File: src/gmd_pkg.sv
// Shared types, constants and codes of the grid maze path search block.
`timescale 1ns / 1ps
`default_nettype none
package gmd_pkg;

   localparam int DEF_MAX_ROWS = 8;
   localparam int DEF_MAX_COLS = 8;

   localparam int DIM_W     = 4;
   localparam int POS_W     = 3;
   localparam int DIST_W    = 6;
   localparam int DIR_W     = 3;
   localparam int CSR_IDX_W = 1;

   localparam logic [DIM_W-1:0] DIM_RESET = 4'd8;

   localparam logic [CSR_IDX_W-1:0] CSR_ROWS_USED = 1'b0;
   localparam logic [CSR_IDX_W-1:0] CSR_COLS_USED = 1'b1;

   localparam logic [DIR_W-1:0] DIR_DOWN  = 3'd0;
   localparam logic [DIR_W-1:0] DIR_LEFT  = 3'd1;
   localparam logic [DIR_W-1:0] DIR_UP    = 3'd2;
   localparam logic [DIR_W-1:0] DIR_RIGHT = 3'd3;

   typedef enum logic [3:0] {
      S_IDLE,
      S_START,
      S_START_CHK,
      S_STEP,
      S_CHECK,
      S_POP,
      S_FOUND,
      S_NOPATH,
      S_EMIT_RD,
      S_EMIT_WR
   } search_state_type;

   typedef struct packed {
      logic             wr_en;
      logic [POS_W-1:0] row;
      logic [POS_W-1:0] col;
      logic             blocked;
      logic             start;
   } load_type;

   typedef struct packed {
      logic              path_found;
      logic [POS_W-1:0]  path_row;
      logic [POS_W-1:0]  path_col;
      logic [DIST_W-1:0] path_distance;
      logic              last;
   } rsp_type;

endpackage
`default_nettype wire

File: src/gmd_if.sv
// Request and response channel interfaces of the grid maze path search block.
`timescale 1ns / 1ps
`default_nettype none
interface gmd_req_if;
   logic valid;
   logic ready;
   logic cell_blocked;
   logic last_cell;

   modport source (output valid, output cell_blocked, output last_cell, input ready);
   modport sink (input valid, input cell_blocked, input last_cell, output ready);
endinterface

interface gmd_rsp_if;
   import gmd_pkg::*;
   logic              valid;
   logic              ready;
   logic              path_found;
   logic [POS_W-1:0]  path_row;
   logic [POS_W-1:0]  path_col;
   logic [DIST_W-1:0] path_distance;
   logic              last;

   modport source (output valid, output path_found, output path_row, output path_col,
                   output path_distance, output last, input ready);
   modport sink (input valid, input path_found, input path_row, input path_col,
                 input path_distance, input last, output ready);
endinterface
`default_nettype wire

File: src/gmd_loader.sv
// Cell load counter: places incoming cells in row-major order and realigns after a resize.
`timescale 1ns / 1ps
`default_nettype none
module gmd_loader #(
   parameter int MAX_ROWS = gmd_pkg::DEF_MAX_ROWS,
   parameter int MAX_COLS = gmd_pkg::DEF_MAX_COLS
) (
   input  wire logic                       clock,
   input  wire logic                       reset,
   input  wire logic                       req_accept,
   input  wire logic                       cell_blocked,
   input  wire logic                       last_cell,
   input  wire logic                       csr_write,
   input  wire logic [gmd_pkg::DIM_W-1:0]  rows_eff,
   input  wire logic [gmd_pkg::DIM_W-1:0]  cols_eff,
   output gmd_pkg::load_type               load,
   output logic                            busy
);
   import gmd_pkg::*;

   localparam int NCELLS = MAX_ROWS * MAX_COLS;
   localparam int CNT_W  = ($clog2(NCELLS + 1) > DIM_W) ? $clog2(NCELLS + 1) : DIM_W;
   localparam int CMP_W  = CNT_W + DIM_W;

   logic [CNT_W-1:0] count_ff, count_in;
   logic [CNT_W-1:0] row_ff, row_in;
   logic [CNT_W-1:0] col_ff, col_in;
   logic             norm_ff, norm_in;
   logic             loading;
   logic [CNT_W-1:0] cols_ext;

   assign cols_ext = CNT_W'(cols_eff);
   assign loading  = CMP_W'(count_ff) < (CMP_W'(rows_eff) * CMP_W'(cols_eff));

   always_comb begin
      count_in     = count_ff;
      row_in       = row_ff;
      col_in       = col_ff;
      norm_in      = norm_ff;
      load.wr_en   = 1'b0;
      load.row     = POS_W'(row_ff);
      load.col     = POS_W'(col_ff);
      load.blocked = cell_blocked;
      load.start   = 1'b0;

      if (norm_ff) begin
         // Repeated subtraction turns the cell count into row and column.
         if (col_ff >= cols_ext) begin
            col_in = col_ff - cols_ext;
            row_in = row_ff + CNT_W'(1);
         end else begin
            norm_in = 1'b0;
         end
      end else if (req_accept) begin
         if (loading) begin
            load.wr_en = 1'b1;
            count_in   = count_ff + CNT_W'(1);
            if (col_ff + CNT_W'(1) == cols_ext) begin
               col_in = '0;
               row_in = row_ff + CNT_W'(1);
            end else begin
               col_in = col_ff + CNT_W'(1);
            end
         end
         if (last_cell) begin
            load.start = 1'b1;
            count_in   = '0;
            row_in     = '0;
            col_in     = '0;
         end
      end

      // A new column count moves the next cell's place; recompute it from the count.
      if (csr_write) begin
         norm_in = 1'b1;
         row_in  = '0;
         col_in  = count_in;
      end
   end

   always_ff @(posedge clock) begin
      if (reset) begin
         count_ff <= '0;
         row_ff   <= '0;
         col_ff   <= '0;
         norm_ff  <= 1'b0;
      end else begin
         count_ff <= count_in;
         row_ff   <= row_in;
         col_ff   <= col_in;
         norm_ff  <= norm_in;
      end
   end

   assign busy = norm_ff;

endmodule
`default_nettype wire

File: src/gmd_search.sv
// Grid and stack memories with the depth-first search and path emission sequencer.
`timescale 1ns / 1ps
`default_nettype none
module gmd_search #(
   parameter int MAX_ROWS = gmd_pkg::DEF_MAX_ROWS,
   parameter int MAX_COLS = gmd_pkg::DEF_MAX_COLS
) (
   input  wire logic                       clock,
   input  wire logic                       reset,
   input  gmd_pkg::load_type               load,
   input  wire logic [gmd_pkg::DIM_W-1:0]  rows_eff,
   input  wire logic [gmd_pkg::DIM_W-1:0]  cols_eff,
   output gmd_pkg::rsp_type                rsp,
   output logic                            rsp_valid,
   input  wire logic                       rsp_ready,
   output logic                            idle
);
   import gmd_pkg::*;

   localparam int NCELLS = MAX_ROWS * MAX_COLS;
   localparam int IW     = (NCELLS > 1) ? $clog2(NCELLS) : 1;
   localparam int RW     = (MAX_ROWS > 1) ? $clog2(MAX_ROWS) : 1;
   localparam int CW     = (MAX_COLS > 1) ? $clog2(MAX_COLS) : 1;
   localparam int DW     = $clog2(NCELLS + 1);
   localparam int SW     = DIR_W + RW + CW;

   function automatic logic [IW-1:0] cell_idx(input logic [RW-1:0] r, input logic [CW-1:0] c);
      return IW'(r * MAX_COLS + c);
   endfunction

   search_state_type state_ff, state_in;

   logic [RW-1:0]    top_row_ff, top_row_in;
   logic [CW-1:0]    top_col_ff, top_col_in;
   logic [DIR_W-1:0] top_dir_ff, top_dir_in;
   logic [DW-1:0]    depth_ff, depth_in;
   logic [RW-1:0]    nb_row_ff, nb_row_in;
   logic [CW-1:0]    nb_col_ff, nb_col_in;
   logic [IW-1:0]    emit_ptr_ff, emit_ptr_in;
   rsp_type          rsp_ff, rsp_in;
   logic             rsp_valid_ff, rsp_valid_in;
   logic [NCELLS-1:0] visited_ff;

   logic            grid_mem [NCELLS];
   logic            grid_rd_ff;
   logic [SW-1:0]   stk_mem [NCELLS];
   logic [SW-1:0]   stk_rd_ff;

   logic            grid_re;
   logic [IW-1:0]   grid_raddr;
   logic            stk_re, stk_we;
   logic [IW-1:0]   stk_raddr, stk_waddr;
   logic [SW-1:0]   stk_wdata;
   logic            visited_clr, visited_set;
   logic [IW-1:0]   visited_idx;

   logic            slot_free;
   logic [RW-1:0]   start_row;
   logic [CW-1:0]   start_col;
   logic [IW-1:0]   nb_idx;
   logic            nb_ok;
   logic [RW-1:0]   cand_row;
   logic [CW-1:0]   cand_col;

   assign slot_free = !rsp_valid_ff || rsp_ready;
   assign start_row = RW'(rows_eff - DIM_W'(1));
   assign start_col = CW'(cols_eff - DIM_W'(1));
   assign nb_idx    = cell_idx(nb_row_ff, nb_col_ff);

   // Neighbor of the top cell in the direction to try next, and whether it lies in the grid.
   always_comb begin
      cand_row = top_row_ff;
      cand_col = top_col_ff;
      nb_ok    = 1'b0;
      unique case (top_dir_ff)
         DIR_DOWN: begin
            cand_row = top_row_ff + RW'(1);
            nb_ok    = (DIM_W'(top_row_ff) + DIM_W'(1)) < rows_eff;
         end
         DIR_LEFT: begin
            cand_col = top_col_ff - CW'(1);
            nb_ok    = top_col_ff != '0;
         end
         DIR_UP: begin
            cand_row = top_row_ff - RW'(1);
            nb_ok    = top_row_ff != '0;
         end
         DIR_RIGHT: begin
            cand_col = top_col_ff + CW'(1);
            nb_ok    = (DIM_W'(top_col_ff) + DIM_W'(1)) < cols_eff;
         end
         default: begin
            nb_ok = 1'b0;
         end
      endcase
   end

   always_comb begin
      state_in     = state_ff;
      top_row_in   = top_row_ff;
      top_col_in   = top_col_ff;
      top_dir_in   = top_dir_ff;
      depth_in     = depth_ff;
      nb_row_in    = nb_row_ff;
      nb_col_in    = nb_col_ff;
      emit_ptr_in  = emit_ptr_ff;
      rsp_in       = rsp_ff;
      rsp_valid_in = rsp_valid_ff && !rsp_ready;
      grid_re      = 1'b0;
      grid_raddr   = nb_idx;
      stk_re       = 1'b0;
      stk_raddr    = emit_ptr_ff;
      stk_we       = 1'b0;
      stk_waddr    = IW'(depth_ff - DW'(1));
      stk_wdata    = {top_dir_ff, top_row_ff, top_col_ff};
      visited_clr  = 1'b0;
      visited_set  = 1'b0;
      visited_idx  = nb_idx;

      unique case (state_ff)
         S_IDLE: begin
            if (load.start) begin
               state_in = S_START;
            end
         end
         S_START: begin
            // The last cell was written at the previous edge, so this read sees it.
            grid_re     = 1'b1;
            grid_raddr  = cell_idx(start_row, start_col);
            visited_clr = 1'b1;
            state_in    = S_START_CHK;
         end
         S_START_CHK: begin
            if (grid_rd_ff) begin
               state_in = S_NOPATH;
            end else begin
               visited_set = 1'b1;
               visited_idx = cell_idx(start_row, start_col);
               top_row_in  = start_row;
               top_col_in  = start_col;
               top_dir_in  = DIR_DOWN;
               depth_in    = DW'(1);
               if (start_row == '0 && start_col == '0) begin
                  state_in = S_FOUND;
               end else begin
                  state_in = S_STEP;
               end
            end
         end
         S_STEP: begin
            if (top_dir_ff > DIR_RIGHT) begin
               if (depth_ff == DW'(1)) begin
                  depth_in = '0;
                  state_in = S_NOPATH;
               end else begin
                  stk_re    = 1'b1;
                  stk_raddr = IW'(depth_ff - DW'(2));
                  state_in  = S_POP;
               end
            end else begin
               top_dir_in = top_dir_ff + DIR_W'(1);
               if (nb_ok) begin
                  nb_row_in  = cand_row;
                  nb_col_in  = cand_col;
                  grid_re    = 1'b1;
                  grid_raddr = cell_idx(cand_row, cand_col);
                  state_in   = S_CHECK;
               end
            end
         end
         S_POP: begin
            top_dir_in = stk_rd_ff[SW-1 -: DIR_W];
            top_row_in = stk_rd_ff[CW +: RW];
            top_col_in = stk_rd_ff[CW-1:0];
            depth_in   = depth_ff - DW'(1);
            state_in   = S_STEP;
         end
         S_CHECK: begin
            if (!grid_rd_ff && !visited_ff[nb_idx]) begin
               // Push: the old top goes to memory with its direction already advanced.
               visited_set = 1'b1;
               stk_we      = 1'b1;
               top_row_in  = nb_row_ff;
               top_col_in  = nb_col_ff;
               top_dir_in  = DIR_DOWN;
               depth_in    = depth_ff + DW'(1);
               if (nb_idx == '0) begin
                  state_in = S_FOUND;
               end else begin
                  state_in = S_STEP;
               end
            end else begin
               state_in = S_STEP;
            end
         end
         S_FOUND: begin
            if (slot_free) begin
               rsp_valid_in         = 1'b1;
               rsp_in.path_found    = 1'b1;
               rsp_in.path_row      = POS_W'(top_row_ff);
               rsp_in.path_col      = POS_W'(top_col_ff);
               rsp_in.path_distance = DIST_W'(depth_ff - DW'(1));
               rsp_in.last          = depth_ff == DW'(1);
               if (depth_ff == DW'(1)) begin
                  depth_in = '0;
                  state_in = S_IDLE;
               end else begin
                  emit_ptr_in = IW'(depth_ff - DW'(2));
                  state_in    = S_EMIT_RD;
               end
            end
         end
         S_NOPATH: begin
            if (slot_free) begin
               rsp_valid_in         = 1'b1;
               rsp_in.path_found    = 1'b0;
               rsp_in.path_row      = '0;
               rsp_in.path_col      = '0;
               rsp_in.path_distance = '0;
               rsp_in.last          = 1'b1;
               depth_in             = '0;
               state_in             = S_IDLE;
            end
         end
         S_EMIT_RD: begin
            stk_re   = 1'b1;
            state_in = S_EMIT_WR;
         end
         S_EMIT_WR: begin
            if (slot_free) begin
               rsp_valid_in         = 1'b1;
               rsp_in.path_found    = 1'b1;
               rsp_in.path_row      = POS_W'(stk_rd_ff[CW +: RW]);
               rsp_in.path_col      = POS_W'(stk_rd_ff[CW-1:0]);
               rsp_in.path_distance = DIST_W'(depth_ff - DW'(1));
               rsp_in.last          = emit_ptr_ff == '0;
               if (emit_ptr_ff == '0) begin
                  depth_in = '0;
                  state_in = S_IDLE;
               end else begin
                  emit_ptr_in = emit_ptr_ff - IW'(1);
                  state_in    = S_EMIT_RD;
               end
            end
         end
         default: begin
            state_in = S_IDLE;
         end
      endcase
   end

   always_ff @(posedge clock) begin
      if (reset) begin
         state_ff     <= S_IDLE;
         depth_ff     <= '0;
         rsp_valid_ff <= 1'b0;
      end else begin
         state_ff     <= state_in;
         depth_ff     <= depth_in;
         rsp_valid_ff <= rsp_valid_in;
      end
   end

   always_ff @(posedge clock) begin
      top_row_ff  <= top_row_in;
      top_col_ff  <= top_col_in;
      top_dir_ff  <= top_dir_in;
      nb_row_ff   <= nb_row_in;
      nb_col_ff   <= nb_col_in;
      emit_ptr_ff <= emit_ptr_in;
      rsp_ff      <= rsp_in;
   end

   always_ff @(posedge clock) begin
      if (visited_clr) begin
         visited_ff <= '0;
      end else if (visited_set) begin
         visited_ff[visited_idx] <= 1'b1;
      end
   end

   always_ff @(posedge clock) begin
      if (load.wr_en) begin
         grid_mem[cell_idx(RW'(load.row), CW'(load.col))] <= load.blocked;
      end
      if (grid_re) begin
         grid_rd_ff <= grid_mem[grid_raddr];
      end
   end

   always_ff @(posedge clock) begin
      if (stk_we) begin
         stk_mem[stk_waddr] <= stk_wdata;
      end
      if (stk_re) begin
         stk_rd_ff <= stk_mem[stk_raddr];
      end
   end

   assign rsp       = rsp_ff;
   assign rsp_valid = rsp_valid_ff;
   assign idle      = state_ff == S_IDLE;

endmodule
`default_nettype wire

File: src/grid_maze_dfs_path.sv
// Top level of the grid maze depth-first path search block.
// Usage:
//   Requests on req_chan carry one maze cell each (cell_blocked), in row-major
//   order over the rows_used by cols_used grid; last_cell marks the final cell
//   and starts the search from the bottom-right corner toward cell (0,0).
//   Cells beyond the grid size in one maze are ignored.
//   While loading, one request is taken per cycle. After a csr write, the load
//   position is recomputed from the cell count, one subtraction per cycle.
//   After the last cell, req_chan.ready stays low during the search; the start,
//   each neighbor tried inside the grid and each backtrack step wait on a
//   registered read of the grid or stack memory.
//   Results on rsp_chan list the path from (0,0) back to the start with its
//   distance, each cell after (0,0) read from the stack memory into the output register;
//   with no path, a single result with path_found low. last marks the final one.
//   A result sits in the output register until rsp_chan.ready; the search stalls
//   behind it, but the next maze may start loading while the final result waits.
//   Reset sets both grid dimensions to 8 and the load position to the first
//   cell; the grid memory holds nothing meaningful until cells are loaded.
`timescale 1ns / 1ps
`default_nettype none
module grid_maze_dfs_path #(
   parameter int MAX_ROWS = gmd_pkg::DEF_MAX_ROWS,
   parameter int MAX_COLS = gmd_pkg::DEF_MAX_COLS
) (
   input  wire logic                          clock,
   input  wire logic                          reset,
   gmd_req_if.sink                            req_chan,
   gmd_rsp_if.source                          rsp_chan,
   input  wire logic                          csr_wr_en,
   input  wire logic [gmd_pkg::CSR_IDX_W-1:0] csr_index,
   input  wire logic [gmd_pkg::DIM_W-1:0]     csr_wdata
);
   import gmd_pkg::*;

   logic [DIM_W-1:0] rows_used_ff, rows_used_in;
   logic [DIM_W-1:0] cols_used_ff, cols_used_in;
   logic [DIM_W-1:0] rows_eff, cols_eff;
   logic             req_accept;
   logic             load_busy;
   logic             search_idle;
   load_type         load;
   rsp_type          rsp;
   logic             rsp_valid;

   always_comb begin
      rows_used_in = rows_used_ff;
      cols_used_in = cols_used_ff;
      if (csr_wr_en) begin
         unique case (csr_index)
            CSR_ROWS_USED: rows_used_in = csr_wdata;
            CSR_COLS_USED: cols_used_in = csr_wdata;
            default: begin
               rows_used_in = rows_used_ff;
            end
         endcase
      end
   end

   always_ff @(posedge clock) begin
      if (reset) begin
         rows_used_ff <= DIM_RESET;
         cols_used_ff <= DIM_RESET;
      end else begin
         rows_used_ff <= rows_used_in;
         cols_used_ff <= cols_used_in;
      end
   end

   // Zero counts as one and anything above the maximum as the maximum.
   assign rows_eff = (rows_used_ff == '0) ? DIM_W'(1) :
                     (rows_used_ff > DIM_W'(MAX_ROWS)) ? DIM_W'(MAX_ROWS) : rows_used_ff;
   assign cols_eff = (cols_used_ff == '0) ? DIM_W'(1) :
                     (cols_used_ff > DIM_W'(MAX_COLS)) ? DIM_W'(MAX_COLS) : cols_used_ff;

   assign req_chan.ready = search_idle && !load_busy;
   assign req_accept     = req_chan.valid && req_chan.ready;

   gmd_loader #(
      .MAX_ROWS (MAX_ROWS),
      .MAX_COLS (MAX_COLS)
   ) u_loader (
      .clock        (clock),
      .reset        (reset),
      .req_accept   (req_accept),
      .cell_blocked (req_chan.cell_blocked),
      .last_cell    (req_chan.last_cell),
      .csr_write    (csr_wr_en),
      .rows_eff     (rows_eff),
      .cols_eff     (cols_eff),
      .load         (load),
      .busy         (load_busy)
   );

   gmd_search #(
      .MAX_ROWS (MAX_ROWS),
      .MAX_COLS (MAX_COLS)
   ) u_search (
      .clock     (clock),
      .reset     (reset),
      .load      (load),
      .rows_eff  (rows_eff),
      .cols_eff  (cols_eff),
      .rsp       (rsp),
      .rsp_valid (rsp_valid),
      .rsp_ready (rsp_chan.ready),
      .idle      (search_idle)
   );

   assign rsp_chan.valid         = rsp_valid;
   assign rsp_chan.path_found    = rsp.path_found;
   assign rsp_chan.path_row      = rsp.path_row;
   assign rsp_chan.path_col      = rsp.path_col;
   assign rsp_chan.path_distance = rsp.path_distance;
   assign rsp_chan.last          = rsp.last;

endmodule
`default_nettype wire

File: src/flat_wrapper.sv
// flat-port wrapper written by rule: the top's interface ports become plain ports
module grid_maze_dfs_path_flat import gmd_pkg::*;
#(
   parameter int MAX_ROWS = gmd_pkg::DEF_MAX_ROWS,
   parameter int MAX_COLS = gmd_pkg::DEF_MAX_COLS
)
  (clock, reset, csr_wr_en, csr_index, csr_wdata, req_chan_valid, req_chan_cell_blocked, req_chan_last_cell, req_chan_ready, rsp_chan_valid, rsp_chan_path_found, rsp_chan_path_row, rsp_chan_path_col, rsp_chan_path_distance, rsp_chan_last, rsp_chan_ready);
  gmd_req_if req_chan_i ();
  gmd_rsp_if rsp_chan_i ();
  input  wire logic clock;
  input  wire logic reset;
  input  wire logic csr_wr_en;
  input  wire logic [gmd_pkg::CSR_IDX_W-1:0] csr_index;
  input  wire logic [gmd_pkg::DIM_W-1:0] csr_wdata;
  input wire logic [$bits(req_chan_i.valid)-1:0] req_chan_valid;
  input wire logic [$bits(req_chan_i.cell_blocked)-1:0] req_chan_cell_blocked;
  input wire logic [$bits(req_chan_i.last_cell)-1:0] req_chan_last_cell;
  output wire logic [$bits(req_chan_i.ready)-1:0] req_chan_ready;
  output wire logic [$bits(rsp_chan_i.valid)-1:0] rsp_chan_valid;
  output wire logic [$bits(rsp_chan_i.path_found)-1:0] rsp_chan_path_found;
  output wire logic [$bits(rsp_chan_i.path_row)-1:0] rsp_chan_path_row;
  output wire logic [$bits(rsp_chan_i.path_col)-1:0] rsp_chan_path_col;
  output wire logic [$bits(rsp_chan_i.path_distance)-1:0] rsp_chan_path_distance;
  output wire logic [$bits(rsp_chan_i.last)-1:0] rsp_chan_last;
  input wire logic [$bits(rsp_chan_i.ready)-1:0] rsp_chan_ready;
  assign req_chan_i.valid = req_chan_valid;
  assign req_chan_i.cell_blocked = req_chan_cell_blocked;
  assign req_chan_i.last_cell = req_chan_last_cell;
  assign req_chan_ready = req_chan_i.ready;
  assign rsp_chan_valid = rsp_chan_i.valid;
  assign rsp_chan_path_found = rsp_chan_i.path_found;
  assign rsp_chan_path_row = rsp_chan_i.path_row;
  assign rsp_chan_path_col = rsp_chan_i.path_col;
  assign rsp_chan_path_distance = rsp_chan_i.path_distance;
  assign rsp_chan_last = rsp_chan_i.last;
  assign rsp_chan_i.ready = rsp_chan_ready;
  grid_maze_dfs_path #(.MAX_ROWS(MAX_ROWS), .MAX_COLS(MAX_COLS)) u_core (.clock(clock), .reset(reset), .req_chan(req_chan_i), .rsp_chan(rsp_chan_i), .csr_wr_en(csr_wr_en), .csr_index(csr_index), .csr_wdata(csr_wdata));
endmodule
File: config.mk
export PLATFORM = sky130hd
export DESIGN_NAME = grid_maze_dfs_path_flat
export DESIGN_NICKNAME = d
export VERILOG_FILES = /design/src/gmd_pkg.sv /design/src/gmd_if.sv /design/src/gmd_loader.sv /design/src/gmd_search.sv /design/src/grid_maze_dfs_path.sv /design/src/flat_wrapper.sv
export SDC_FILE = /design/constraint.sdc
export NUM_CORES = 1
export LEC_CHECK = 0
export BUFFER_PORTS_ARGS = -buffer_cell sky130_fd_sc_hd__buf_4
export CAP_MARGIN = 20
export CORE_AREA = 2 2 256 322
export CTS_CLUSTER_SIZE = 12
export DETAILED_ROUTE_END_ITERATION = 10
export DIE_AREA = 0 0 258 324
export PLACE_DENSITY = 0.68
export SLEW_MARGIN = 20
export SYNTH_ARGS = -nofsm -noshare
export SYNTH_HDL_FRONTEND = slang
export SYNTH_SLANG_ARGS = --single-unit
File: constraint.sdc
create_clock -name clock -period 6.61 [get_ports clock]
set_input_delay 1.322 -clock clock [delete_from_list [all_inputs] [get_ports clock]]
set_output_delay 1.322 -clock clock [all_outputs]
set_load 0.02 [all_outputs]
==> metrics.csv <==
stage,metric,value,unit
detailed_routing,dr.pass1.iters,5,
worst_setup_path,r2r.worst_path.cells,20,
worst_setup_path,cp_top_family,simple AND/OR/NAND/NOR gates,
placed_design,dp_hpwl,50.0,mm
pwr,power_switching,0.00424,W
pwr,p_sw_share,31.3,%
placed_design,port_buffers,27,
timing,worst_pin_slew,1.06,ns
clock_tree,numCtsBuffers,78,
yosys,async_flop_share,0,%
die,io_pins,28,
timing,finalSetupTns,0,ns
timing,setup_slack,1.14,ns
worst_setup_path,worstPathRequired,6.93,ns
placed_design,dp.cells,3512,
clock_tree,cts_hold_buf,0,
worst_setup_path,r2r_end,u_core.u_search.grid_mem[54],
hold_path,hold_start,u_core.u_search.visited_ff[40],
pwr,p_int,0.00930,W
timing,setup_viol,0,
timing,rsz0062_at_grt,false,
global_route,grt_util_all_layers,18.9,%
worst_setup_path,ff2ff_setup_slack,1.14,ns
timing,fin_crit_sh,82.8,%
detailed_routing,drc,0,
yosys,synth_ff_type,edfxtp_1,
pwr,power.share.clock,29.7,%
die,start_util,43.6,%
yosys,seq_area_frac_synth,64.2,%
yosys,ys_types,77,
die,die_w,258,um
worst_setup_path,cpMaxStageDelayCell,fa_1,
clock_tree,cts_root_buf,clkbuf_16,
placed_design,place_area,36600,um2
pwr,seq_power_share,45.0,%
detailed_routing,ant_nets,0,
die,rows,117,
worst_setup_path,max_stage_delay,0.57,ns
worst_setup_path,cp.depth,20,
detailed_routing,num_vias,20500,
layout,antenna_cells,0,
yosys,synth_top_area_share,58.4,%
global_route,grt_pass1_wl,121,mm
layout,stdcell_area,38900,um2
detailed_routing,routedWlPerCell,21.8,um
worst_setup_path,path_cells,o21ba_2 -> nor2_1 -> nand2_1 -> fa_1 -> inv_1 -> fa_1 -> inv_1 -> fa_1 -> inv_1 -> a21o_1 -> a21oi_1 -> xor2_1 -> ha_1 -> or3_1 -> nor3_1 -> a21o_1 -> nor3_1 -> nor3_1 -> nand3_1 -> nor2_1,
worst_setup_path,critPathCaptureType,register,
worst_setup_path,crit_buf_inv,3,
yosys,synth_edf_count,685,
clock_tree,htreeDepth,3,
layout,area_delta_synth_final,10.5,%
flow_run,maxCapViolations,0,
clock_tree,clock_latency,0.65,ns
timing,skew,0.0330,ns
layout,fin_nets,2591,
clock_tree,cts_tree,built,
hold_path,holdPathStages,2,
yosys,synth_most_common_cell,edfxtp_1,
hold_path,holdCritPathClass,register to register,
yosys,netlist_area,35200,um2
timing,fmax,0.183,GHz
clock_tree,clkSinkCount,787,
layout,layout-drive-gt1-share,8.14,%
yosys,netlist_instances,2511,
clock_tree,path_clk_slew,0.06,ns
clock_tree,cts_setup_buffers,0,
timing,slew_viol_final,0,
pwr,p_per_area,348,nW/um2
global_route,gr-total-overflow,0,
worst_setup_path,crit_path_start_kind,register,
detailed_routing,drtIter0Drc,1558,
yosys,synthesis.area_per_instance,14.0,um2
timing,slew_headroom,29.0,%
worst_setup_path,r2r_start,u_core.rows_used_ff[1],
yosys,yosys_warnings,0,
die,fp.dieH,324,um
pwr,pwr-share-comb,25.3,%
detailed_routing,via_per_inst,5.64,
placed_design,routabilityCongestion,0.900,
yosys,synth_nets,2580,
global_route,grt_pass1_vias,20500,
placed_design,place_ws,1.16,ns
worst_setup_path,critPathKind,register to register,
timing,period_needed,5.47,ns
worst_setup_path,cp_max_fo,8,
clock_tree,post_cts_resized,0,
global_route,grt_max_degree,91,
yosys,synth_common_cells,"685 x edfxtp_1, 600 x mux2i_1, 234 x nor2_1",
die,dieArea,83600,um2
global_route,antenna_found_initial,0,
clock_tree,clockBufferDepth,3,
layout,final_cells,3626,
outcome,status,"finished, final reports clean",
yosys,synth_area_leader_cell,edfxtp_1,
yosys,synth-seq-cells,787,
pwr,power_leakage,14.2,nW
timing,hold_viol,0,
yosys,synth.area.top_cells,"edfxtp_1 58%, mux2i_1 17%, dfxtp_1 5.8%",
pwr,ir_drop,0.000219,V
hold_path,worstHoldEndpoint,u_core.u_search.visited_ff[40],
worst_setup_path,worstPathArrival,5.79,ns
die,core_area,80700,um2
detailed_routing,routed_wl,79.0,mm
-- registers in the layout, summed over array words and instances (netlist names), 6 cells and up --
register / cells
u_core.u_search.stk_rd_ff: 9
u_core.u_loader.count_ff: 7
u_core.u_search.emit_ptr_ff: 6
u_core.u_search.grid_mem: 64
u_core.u_search.stk_mem: 576
u_core.u_loader.col_ff: 7
u_core.u_search.visited_ff: 64
u_core.u_search.depth_ff: 7
u_core.u_search.rsp: 14
-- stage by stage --
stage,power [W],hold WS [ns],utilization [%]
after floorplan,0.00850,0.420,-
after detailed placement,0.00959,0.442,45.4
final,0.0135,0.452,48.2
after CTS,0.0136,0.455,48.2
after global placement,0.00951,0.428,45.4
after global routing,0.0141,0.473,48.2
-- layout by cell type, fill, tap and decap left out, drive strengths merged, types with 22 or more instances in the layout --
master	n
nor3	22
buf	65
a21oi	56
edfxtp	685
inv	44
o21ai	103
nand3	38
mux2i	600
ha	51
nand2	156
dfxtp	102
nor2	234
clkbuf	99
-- worst max path at each step --
stage | startpoint | endpoint
after detailed placement | u_core.rows_used_ff[1] | u_core.u_search.grid_mem[53]
after floorplan | u_core.rows_used_ff[1] | u_core.u_search.grid_mem[58]
after global routing | u_core.rows_used_ff[1] | u_core.u_search.grid_mem[54]
after CTS | u_core.rows_used_ff[1] | u_core.u_search.grid_mem[53]
after global placement | u_core.rows_used_ff[1] | u_core.u_search.grid_mem[55]
final | u_core.rows_used_ff[1] | u_core.u_search.grid_mem[54]
-- area by class of cell --
cell class	instances	area [um2]
fill	6816	41800
sequential	787	22600
multi-input combinational	1547	11900
clock buffer	99	2080
tap	1071	1340
timing repair buffer	65	601
clock inverter	14	176
inverter	43	161
-- logic make-up (layout without fill, tap and decap cells) --
group                    Yosys count  count (layout)  share of synthesized area [%]
multiplexers                     632             632                           18.8
AND/OR/NAND/NOR                  552             552                           6.98
buffers and inverters            177             221                           2.09
XOR/XNOR                          40              40                          0.995
flip-flops                       787             787                           64.2
AO/OA/AOI/OAI                    265             265                           4.77
adder cells (fa/ha/maj)           58              58                           2.18
-- power groups by stage --
| stage | clock (W) | combinational (W) | sequential, W |
|---|---|---|---|
| finish | 0.00402 | 0.00343 | 0.00609 |
| global route | 0.00428 | 0.00369 | 0.00611 |
| CTS | 0.00409 | 0.00342 | 0.00609 |
| detailed placement | 0 | 0.00340 | 0.00619 |
| global placement | 0 | 0.00333 | 0.00618 |
| floorplan | 0 | 0.00220 | 0.00629 |
-- per-layer routing --
layer,GRT usage (%),routed length (um)
met4,6.58,2340
met2,33.1,39600
met5,0,0
met1,23.9,32800
met3,2.65,4220
-- tightest hold or removal path: stages, from the launching register on --
cell,delay [ns]
dfxtp_1,0.32
nand2_1,0.04
o21ai_0,0.05
Power figures use the tool's default switching activity.
